[src/hdl/bmhq_pkg.sv]
// bmhq_pkg: shared types and constants for the binary min-heap queue
// operation and status codes, sequencer states, default sizes
// no dependencies
`timescale 1ns / 1ps

package bmhq_pkg;

  localparam int HEAP_DEPTH_DEF    = 64;
  localparam int PAYLOAD_WIDTH_DEF = 32;
  localparam int KEY_WIDTH         = 32;
  localparam int PORT_WIDTH        = 32;

  typedef enum logic {
    FUNC_PUSH = 1'b0,
    FUNC_POP  = 1'b1
  } func_t;

  typedef enum logic [1:0] {
    STAT_OK    = 2'd0,
    STAT_EMPTY = 2'd1,
    STAT_FULL  = 2'd2
  } status_t;

  typedef enum logic [3:0] {
    ST_IDLE,
    ST_UP_CHK,
    ST_UP_CMP,
    ST_POP_ROOT,
    ST_POP_LAST,
    ST_DN_CHK,
    ST_DN_L,
    ST_DN_R,
    ST_DN_MOVE,
    ST_OUT
  } state_t;

endpackage

[src/hdl/bmhq_ram.sv]
// bmhq_ram: generic single-write, single-read RAM with registered read data
// no dependencies
`timescale 1ns / 1ps

module bmhq_ram #(
  parameter int WIDTH = 64,
  parameter int DEPTH = 64
) (
  input  logic                     clk,
  input  logic                     we,
  input  logic [$clog2(DEPTH)-1:0] waddr,
  input  logic [WIDTH-1:0]         wdata,
  input  logic [$clog2(DEPTH)-1:0] raddr,
  output logic [WIDTH-1:0]         rdata
);

  logic [WIDTH-1:0] mem [DEPTH];

  always_ff @(posedge clk) begin
    if (we) begin
      mem[waddr] <= wdata;
    end
    rdata <= mem[raddr];
  end

endmodule

[src/hdl/binary_min_heap_queue.sv]
// binary_min_heap_queue: min-heap priority queue top level
// uses bmhq_pkg and one bmhq_ram instance for the heap store
//
// usage:
//   request channel (in_valid/in_ready) carries func, payload_in, key_in;
//   func push inserts payload and signed 16.16 key, func pop removes the
//   entry with the smallest key. result channel (out_valid/out_ready)
//   returns payload_out, status (ok, empty, full), entries_left, is_empty.
//   one request is worked at a time; in_ready is high only while idle.
//   a push walks up from its new slot, reading each parent in turn and
//   moving it down while the new key is smaller; a full push or an empty
//   pop goes straight to the result.
//   a pop reads the root, then the last entry, which it carries down from
//   the root past each smaller child (one shared key comparator and one
//   store read port, so each child and parent read is its own state); a pop
//   that takes the last entry skips the walk down. the sequencer returns to
//   idle after each delivered result before the next request is taken.
//   a result waits in its output register while out_ready is low; no new
//   request is taken until it is delivered.
//   reset clears the entry count and the sequencer; the store itself is not
//   cleared, since only entries below the count are ever read.
`timescale 1ns / 1ps

module binary_min_heap_queue #(
  parameter int HEAP_DEPTH    = bmhq_pkg::HEAP_DEPTH_DEF,
  parameter int PAYLOAD_WIDTH = bmhq_pkg::PAYLOAD_WIDTH_DEF
) (
  input  logic                                 clk,
  input  logic                                 rst,
  input  logic                                 in_valid,
  output logic                                 in_ready,
  input  logic                                 func,
  input  logic [bmhq_pkg::PORT_WIDTH-1:0]      payload_in,
  input  logic signed [bmhq_pkg::KEY_WIDTH-1:0] key_in,
  output logic                                 out_valid,
  input  logic                                 out_ready,
  output logic [bmhq_pkg::PORT_WIDTH-1:0]      payload_out,
  output logic [1:0]                           status,
  output logic [$clog2(HEAP_DEPTH+1)-1:0]      entries_left,
  output logic                                 is_empty
);

  import bmhq_pkg::*;

  localparam int AW = $clog2(HEAP_DEPTH);
  localparam int CW = $clog2(HEAP_DEPTH + 1);
  localparam int EW = PAYLOAD_WIDTH + KEY_WIDTH;
  localparam int XW = AW + 2;

  state_t state, state_next;
  logic [CW-1:0] count, count_next;
  logic [AW-1:0] pos, pos_next;
  logic [AW-1:0] best_pos, best_pos_next;
  logic          best_child, best_child_next;
  logic signed [KEY_WIDTH-1:0] cur_key, cur_key_next;
  logic signed [KEY_WIDTH-1:0] best_key, best_key_next;
  logic [PAYLOAD_WIDTH-1:0] cur_pay, cur_pay_next;
  logic [PAYLOAD_WIDTH-1:0] best_pay, best_pay_next;
  logic [PAYLOAD_WIDTH-1:0] res_payload, res_payload_next;
  status_t res_status, res_status_next;

  logic          ram_we;
  logic [AW-1:0] ram_waddr, ram_raddr;
  logic [EW-1:0] ram_wdata, ram_rdata;
  logic signed [KEY_WIDTH-1:0] rd_key;
  logic [PAYLOAD_WIDTH-1:0]    rd_pay;

  logic signed [KEY_WIDTH-1:0] cmp_a, cmp_b;
  logic          cmp_lt;
  logic [AW-1:0] pos_m1, parent;
  logic [XW-1:0] l_ext, r_ext, count_ext;
  logic          l_ok, r_ok;

  bmhq_ram #(
    .WIDTH (EW),
    .DEPTH (HEAP_DEPTH)
  ) u_store (
    .clk   (clk),
    .we    (ram_we),
    .waddr (ram_waddr),
    .wdata (ram_wdata),
    .raddr (ram_raddr),
    .rdata (ram_rdata)
  );

  assign rd_key = ram_rdata[KEY_WIDTH-1:0];
  assign rd_pay = ram_rdata[EW-1:KEY_WIDTH];

  // heap index arithmetic
  assign pos_m1    = pos - 1'b1;
  assign parent    = pos_m1 >> 1;
  assign l_ext     = {1'b0, pos, 1'b1};
  assign r_ext     = l_ext + 1'b1;
  assign count_ext = XW'(count);
  assign l_ok      = l_ext < count_ext;
  assign r_ok      = r_ext < count_ext;

  // the one shared key comparator
  always_comb begin
    case (state)
      ST_UP_CMP: begin
        cmp_a = cur_key;
        cmp_b = rd_key;
      end
      ST_DN_R: begin
        cmp_a = rd_key;
        cmp_b = best_key;
      end
      default: begin
        cmp_a = rd_key;
        cmp_b = cur_key;
      end
    endcase
  end
  assign cmp_lt = cmp_a < cmp_b;

  always_ff @(posedge clk) begin
    if (rst) begin
      state <= ST_IDLE;
      count <= '0;
    end else begin
      state <= state_next;
      count <= count_next;
    end
  end

  always_ff @(posedge clk) begin
    pos         <= pos_next;
    best_pos    <= best_pos_next;
    best_child  <= best_child_next;
    cur_key     <= cur_key_next;
    cur_pay     <= cur_pay_next;
    best_key    <= best_key_next;
    best_pay    <= best_pay_next;
    res_payload <= res_payload_next;
    res_status  <= res_status_next;
  end

  always_comb begin
    state_next       = state;
    count_next       = count;
    pos_next         = pos;
    best_pos_next    = best_pos;
    best_child_next  = best_child;
    cur_key_next     = cur_key;
    cur_pay_next     = cur_pay;
    best_key_next    = best_key;
    best_pay_next    = best_pay;
    res_payload_next = res_payload;
    res_status_next  = res_status;
    ram_we           = 1'b0;
    ram_waddr        = pos;
    ram_wdata        = {cur_pay, cur_key};
    ram_raddr        = '0;
    in_ready         = 1'b0;
    out_valid        = 1'b0;

    case (state)
      ST_IDLE: begin
        in_ready = 1'b1;
        if (in_valid) begin
          cur_pay_next     = payload_in[PAYLOAD_WIDTH-1:0];
          cur_key_next     = key_in;
          res_payload_next = '0;
          res_status_next  = STAT_OK;
          if (func == FUNC_PUSH) begin
            if (count == CW'(HEAP_DEPTH)) begin
              res_status_next = STAT_FULL;
              state_next      = ST_OUT;
            end else begin
              pos_next   = count[AW-1:0];
              count_next = count + 1'b1;
              state_next = ST_UP_CHK;
            end
          end else begin
            if (count == '0) begin
              res_status_next = STAT_EMPTY;
              state_next      = ST_OUT;
            end else begin
              ram_raddr  = '0;
              state_next = ST_POP_ROOT;
            end
          end
        end
      end
      ST_UP_CHK: begin
        if (pos == '0) begin
          ram_we     = 1'b1;
          state_next = ST_OUT;
        end else begin
          ram_raddr  = parent;
          state_next = ST_UP_CMP;
        end
      end
      ST_UP_CMP: begin
        ram_we = 1'b1;
        if (cmp_lt) begin
          // parent moves down into the hole
          ram_wdata  = ram_rdata;
          pos_next   = parent;
          state_next = ST_UP_CHK;
        end else begin
          state_next = ST_OUT;
        end
      end
      ST_POP_ROOT: begin
        res_payload_next = rd_pay;
        count_next       = count - 1'b1;
        if (count == CW'(1)) begin
          state_next = ST_OUT;
        end else begin
          ram_raddr  = AW'(count - 1'b1);
          state_next = ST_POP_LAST;
        end
      end
      ST_POP_LAST: begin
        cur_pay_next = rd_pay;
        cur_key_next = rd_key;
        pos_next     = '0;
        state_next   = ST_DN_CHK;
      end
      ST_DN_CHK: begin
        if (!l_ok) begin
          ram_we     = 1'b1;
          state_next = ST_OUT;
        end else begin
          ram_raddr  = l_ext[AW-1:0];
          state_next = ST_DN_L;
        end
      end
      ST_DN_L: begin
        if (cmp_lt) begin
          best_key_next   = rd_key;
          best_pay_next   = rd_pay;
          best_child_next = 1'b1;
          best_pos_next   = l_ext[AW-1:0];
        end else begin
          best_key_next   = cur_key;
          best_pay_next   = cur_pay;
          best_child_next = 1'b0;
        end
        if (r_ok) begin
          ram_raddr  = r_ext[AW-1:0];
          state_next = ST_DN_R;
        end else begin
          state_next = ST_DN_MOVE;
        end
      end
      ST_DN_R: begin
        // right wins only when strictly smaller, so ties stay left
        if (cmp_lt) begin
          best_key_next   = rd_key;
          best_pay_next   = rd_pay;
          best_child_next = 1'b1;
          best_pos_next   = r_ext[AW-1:0];
        end
        state_next = ST_DN_MOVE;
      end
      ST_DN_MOVE: begin
        ram_we = 1'b1;
        if (best_child) begin
          ram_wdata  = {best_pay, best_key};
          pos_next   = best_pos;
          state_next = ST_DN_CHK;
        end else begin
          state_next = ST_OUT;
        end
      end
      ST_OUT: begin
        out_valid = 1'b1;
        if (out_ready) begin
          state_next = ST_IDLE;
        end
      end
      default: begin
        state_next = ST_IDLE;
      end
    endcase
  end

  assign payload_out  = PORT_WIDTH'(res_payload);
  assign status       = res_status;
  assign entries_left = count;
  assign is_empty     = (count == '0);

endmodule

[config.mk]
export PLATFORM = sky130hd
export DESIGN_NAME = binary_min_heap_queue
export DESIGN_NICKNAME = d
export VERILOG_FILES = /design/src/hdl/bmhq_pkg.sv /design/src/hdl/bmhq_ram.sv /design/src/hdl/binary_min_heap_queue.sv
export SDC_FILE = /design/constraint.sdc
export NUM_CORES = 2
export LEC_CHECK = 0
export CAP_MARGIN = 15
export CORE_UTILIZATION = 55
export DETAILED_ROUTE_END_ITERATION = 10
export DONT_BUFFER_PORTS = 1
export PLACE_DENSITY = 0.7
export SYNTH_ARGS = -nofsm -noshare
export SYNTH_HDL_FRONTEND = slang
export SYNTH_HIERARCHICAL = 1
export SYNTH_SLANG_ARGS = --single-unit
[constraint.sdc]
create_clock -name clk -period 9.04 [get_ports clk]
set_input_delay 0.452 -clock clk [delete_from_list [all_inputs] [get_ports clk]]
set_output_delay 0.452 -clock clk [all_outputs]
set_load 0.03 [all_outputs]
* After elaboration in Yosys (flattened, before gate mapping)
Memory sizes are Yosys's and may differ from the RTL's. A register that Yosys moved wholly into a read port is not among the register bits. Index checks and enable logic that the tools add are counted.
Storage, ports and cells: RAM bits 4096, bits of input ports 69, memories 1, logic and storage cells 114, output and inout port bits 44, flip-flop bits (word level) 186
Cells by class: add/subtract/negate cells 4, magnitude comparators 3, reduce and logical (&&, ||, !) cells 16, equality and inequality tests 19, multiplexer cells 60
Memory list:
- u_store.mem | words 64, bits a word 64, rd ports 1, clocked after Yosys merged registers in 1, wr ports 1, RTL line bmhq_ram.sv:17 | logic [WIDTH-1:0] mem [DEPTH];
Operators with widths (count):
- 32-bit case mux with 2 select lines | 6
- 32-bit two-way mux | 8
- 64-bit two-way mux | 2
- 64-bit case mux with 2 select lines | 1
- 6-bit two-way mux | 10
- 6-bit case mux with 4 select lines | 2
- 4-bit two-way mux | 11
- 4-bit case mux with 10 select lines | 1
- 32-bit less-than comparator | 1
- 7-bit two-way mux | 3
- 4-bit by 3-bit == test with 1-bit output (second input constant) | 4
- 2-bit inequality test (second input constant) | 8
- 7-bit case mux with 2 select lines | 1
- 6-bit case mux with 2 select lines | 1
- 2-bit AND reduction | 5
- 1-bit two-way mux | 9
- 7-bit by 1-bit adder with 8-bit output (second input constant) | 1
- 4-bit by 2-bit == test with 1-bit output (second input constant) | 2
- 4-bit == test (second input constant) | 2
- 8-bit by 7-bit less-than comparator with 1-bit output | 1
- 7-bit by 1-bit adder with 7-bit output (second input constant) | 1
- 7-bit by 1-bit == test with 1-bit output (second input constant) | 1
- 7-bit == test (second input constant) | 1
- 7-bit logical NOT | 1
- other kinds (16) | 19

* Depth between registers and ports, before layout
depth after elaboration 5, gate-level depth with buffers 20, mapped depth without buffers 16

* By module
The synthesis kept the hierarchy.
By module, submodules not included:
- bmhq_ram | area each 156348.7 um^2, seq. area each 124279.2 um^2, cells each 6598, times used 1
- binary_min_heap_queue | area each 11721.2 um^2, seq. area each 5475.3 um^2, cells each 1147, times used 1

* Worst setup path before layout
Ideal clock, no wire load.
path type register -> register, from reg count[2] (netlist: entries_left[2]), to mem u_store.mem[48][0], enable pin, clock period less this slack 7.398 ns, buffers on the path 1, stages on the path, launching flop included 12, data required time 8.476 ns, setup time 0.564 ns, setup slack 1.642 ns, arrival time 6.834 ns, cells stage by stage dfxtp_1 clkbuf_1 inv_1 ha_1 nor2b_1 o21a_1 o21ai_0 a21oi_1 mux2i_1 o21ai_0 nand4b_1 nor3_1
Between the ends: longest elaborated chain between the ends 5
Ends and longest elaborated chain:
- from (decl) | RTL line binary_min_heap_queue.sv:51 | logic [CW-1:0] count, count_next;
- from (signal assigned) | RTL line binary_min_heap_queue.sv:123 | count <= count_next;
- 7-bit less-than comparator | RTL line binary_min_heap_queue.sv:95 | assign l_ok = l_ext < count_ext;
- 1-bit two-way mux | RTL line binary_min_heap_queue.sv:223 | if (!l_ok) begin
- 1-bit case mux with 3 select lines | RTL line binary_min_heap_queue.sv:158 | case (state)
- named net ram_we | RTL line binary_min_heap_queue.sv:62 | logic ram_we;
- 1-bit two-way mux | RTL line bmhq_ram.sv:20 | if (we) begin
- 1-bit two-way mux (implied by the code) | RTL line bmhq_ram.sv:21 | mem[waddr] <= wdata;
- to (decl) | RTL line bmhq_ram.sv:17
The timed path passes the listed nets, and every way through them passes these cells.

* Worst setup path after layout
from reg state[0], to mem u_store.mem[48][58] (data pin)
Between the ends: longest elaborated chain between the ends 5, elaborated cells between the ends (all ways) 8, those cells by class order compare: 1; eq/ne: 3; mux: 4
Ends and longest elaborated chain:
- from (decl) | RTL line binary_min_heap_queue.sv:50 | state_t state, state_next;
- from (signal assigned) | RTL line binary_min_heap_queue.sv:122 | state <= state_next;
- 4-bit by 3-bit == test with 1-bit output or 4-bit by 2-bit == test with 1-bit output (tied branches) | RTL line binary_min_heap_queue.sv:100, binary_min_heap_queue.sv:158
- 32-bit case mux with 2 select lines or 32-bit two-way mux (tied branches) | RTL line binary_min_heap_queue.sv:100 | case (state)
- 32-bit less-than comparator | RTL line binary_min_heap_queue.sv:115 | assign cmp_lt = cmp_a < cmp_b;
- 64-bit two-way mux | RTL line binary_min_heap_queue.sv:197 | if (cmp_lt) begin
- 64-bit case mux with 2 select lines * | RTL line binary_min_heap_queue.sv:158
- named net ram_wdata[58] | RTL line binary_min_heap_queue.sv:64 | logic [EW-1:0] ram_wdata, ram_rdata;
Mark *: on every way through the listed nets, which the timed path passes. The rest lies on a longest branch.

==> flow_summary_export.csv <==
group,metric,value,unit
final_layout,instances_no_fill,12400,
routing,route.detailed.drc,0,
final_layout,layout-drive-gt1-share,0.256,
floorplan,fp.dieArea,308000,um2
routing,routedWlPerCell,42.6,um
hold_path,hold_start,"payload_in[3]",
cts,clockBufferDepth,4,
yosys,synthesis.area,168000,um2
worst_setup_path,critPathKind,"reg -> reg",
final_layout,layout.nets,8118,
timing,fin_setup_tns,0,ns
cts,clock_latency,1.02,ns
worst_setup_path,crit_fanout,64,
cts,clk_pin_slew,0.06,ns
timing,rsz0062_at_grt,"false",
worst_setup_path,rr_startpoint,"state[0]",
cts,cts_buffers,417,
floorplan,core,303000,um2
routing,drt_iter0_drc,16600,
timing,fin_crit_sh,0.812,
hold_path,hold_path_end,"cur_pay[3]",
cts,clockRootBuffer,"clkbuf_16",
global_routing,grt_use_total,0.341,
yosys,syn_area_per_cell,21.7,um2
worst_setup_path,worst_r2r_path_depth,15,
cts,cts_tree,"yes",
floorplan,start_util,0.554,
placement,gp_congestion,0.938,
floorplan,num_rows,202,
timing,hold_viol_final,0,
timing,finalClockSkew,0.123,ns
timing,max_freq,0.136,GHz
floorplan,io_pins,113,
hold_path,min_path_type,"in -> reg",
final_layout,post-route-util,0.623,
global_routing,grt_pass1_vias,85800,
worst_setup_path,path_cells,"or2_1, nor2_4, buf_4, nor2_2, buf_4, a21oi_1, ha_1, a21oi_1, a21boi_0, o311ai_0, o211ai_1, nor3_1, o21a_2, buf_12, a221o_2",
pwr,power.density,361,nW/um2
cts,h-tree-depth,5,
placement,hpwl,261000,um
yosys,synth_nets,7863,
yosys,seq_area_frac_synth,0.772,
routing,vias,90300,
worst_setup_path,startpoint_type,"register",
floorplan,fp.dieH,555,um
routing,first_pass_iters,8,
yosys,ys.flop_type,"edfxtp_1",
hold_path,holdPathStages,2,
global_routing,antenna_found_initial,32,
worst_setup_path,critPathSlowestCell,"a221o_2",
cts,clock_sinks,4346,
yosys,yosysTopAreaCell,"edfxtp_1",
yosys,yosysWarningCount,6,
worst_setup_path,cp.arrival,7.90,ns
routing,ant_nets,0,
timing,relSlewSlack,0.141,
global_routing,overflow,0,
worst_setup_path,r2r-end,"u_store/mem[48][58]",
worst_setup_path,crit_buf_inv,3,
global_routing,grt_start_max_net_pins,127,
yosys,synthTopCellsByArea,"edfxtp_1, mux4_2, dfxtp_1",
yosys,synth_edf_count,4271,
worst_setup_path,cp_top_family,"compound AO/OA/AOI/OAI gates",
final_layout,syn_to_final_growth,12.4,%
worst_setup_path,worstPathRequired,9.60,ns
floorplan,dieWidth,555,um
placement,post-place-cells,11500,
cts,cts-resized-gates,0,
placement,io_buffers,0,
pwr,leakage,0.0585,uW
pwr,irDropWorstVdd,0.398,mV
yosys,synth_seq_cells,4346,
global_routing,grt_pass1_wl,710000,um
worst_setup_path,critPathCaptureType,"register",
routing,drt_wl_total,526000,um
outcome,status,"complete, no violations",
yosys,synth_top_area_frac,0.763,
yosys,yosysUniqueCellTypes,72,
pwr,p_total,68200,uW
yosys,syn_inst,7745,
timing,min_period,7.34,ns
yosys,async_flop_share,0,
worst_setup_path,ff2ff_setup_slack,1.70,ns
flow_run,cap_violations,0,
yosys,post-synth-top-count-cell,"edfxtp_1",
routing,drt-vias-per-instance,7.31,
timing,max_slew.worst_pin.slew,1.29,ns
timing,finalSetupViolations,0,
timing,drv_slew,0,
yosys,synthTopCellsByCount,"edfxtp_1, mux4_2, nand2_1, clkbuf_1, buf_2",
worst_setup_path,max_stage_delay,0.91,ns
[power by group]
group	switching (uW)	leakage, uW	internal, uW
sequential	1360	0.0391	26900
combinational	13100	0.0124	8660
clock	7670	0.00700	10500
[sequential cells by signal, indices dropped and copies added, names as in the netlist]
signal and flops:
cur_pay 32, u_store/rdata 64, entries_left 7, best_pay 32, payload_out 32, state 4
cur_key 32, best_key 32, best_child 1, status 2, pos 6, u_store/mem 4096
best_pos 6
[layer usage]
| metal | vias to the layer above | GRT usage | routed length (um) |
|---|---|---|---|
| met5 | - | 0.00703 | 724 |
| met4 | 24 | 0.147 | 27500 |
| met3 | 1516 | 0.122 | 89100 |
| met2 | 8038 | 0.500 | 232000 |
| met1 | 47500 | 0.465 | 177000 |
| li1 | 33300 | - | - |
[worst reg2reg max path, stage by stage, from the launching register on]
cell and delay (ns):
dfxtp_1 0.52, or2_1 0.43, nor2_4 0.72, buf_4 0.51
nor2_2 0.09, buf_4 0.27, a21oi_1 0.21, ha_1 0.29
a21oi_1 0.18, a21boi_0 0.11, o311ai_0 0.34, o211ai_1 0.22
nor3_1 0.63, o21a_2 0.90, buf_12 0.47, a221o_2 0.97
[cells in the final DEF, fill, tap and decap left out, drive strengths merged, types with 53 or more instances in the layout]
cell	count
a22o	119
a221o	68
mux4	1024
bufinv	61
dfxtp	75
nand2	364
buf	226
o22ai	89
a22oi	173
nor2	148
and3	133
clkbuf	516
clkinv	179
dlygate4sd3	61
edfxtp	4271
mux2i	137
mux2	64
nand3	53
a211oi	69
[worst max path at each step]
| stage | endpoint | start | cells past startpoint | slack, ns |
|---|---|---|---|---|
| 6_report | u_store/mem[48][58] | state[0] | 15 | 1.70 |
| 5_1_grt | u_store/mem[48][58] | state[0] | 15 | 1.50 |
| 4_1_cts | u_store/mem[48][58] | state[0] | 15 | 1.93 |
| 3_5_place_dp | u_store/mem[48][49] | state[0] | 15 | 1.98 |
| 3_3_place_gp | u_store/mem[62][58] | state[0] | 15 | 2.17 |
| 2_1_floorplan | u_store/mem[48][0] | entries_left[2] | 11 | 1.64 |
[through the flow]
stage	setup slack [ns]	cell area [um2]	hold slack, ns
2_1_floorplan	1.64	168000	0.509
3_3_place_gp	2.17	174000	0.520
3_5_place_dp	1.98	174000	0.525
4_1_cts	1.93	189000	0.000167
5_1_grt	1.50	189000	0.0324
6_report	1.70	189000	0.0977
[timing repair]
| action | in CTS | in global routing |
|---|---|---|
| hold buffers | 61 | 0 |
| setup buffers | 0 | 0 |
| hold endpoints to repair | 72 | 0 |
[layout make-up]
cell class	instances	area, um2
flip-flops and latches	4346	130000
fillers	20000	114000
multi-input cells	2914	36700
clock buffers	516	11100
well taps	3978	4980
clock inverters	269	3170
repair buffers	287	3040
inverters	34	128
diodes	17	42.5
[cell families after synthesis]
group                      share of synthesized area
AOI/OAI and AO/OA                             0.0331
DFF                                            0.772
buffers and inverters                         0.0138
adders and majority gates                    0.00371
xor gates and xnor gates                     0.00109
and+or+nand+nor                               0.0255
muxes                                          0.151
No activity file was read; power rests on OpenSTA's default activity.
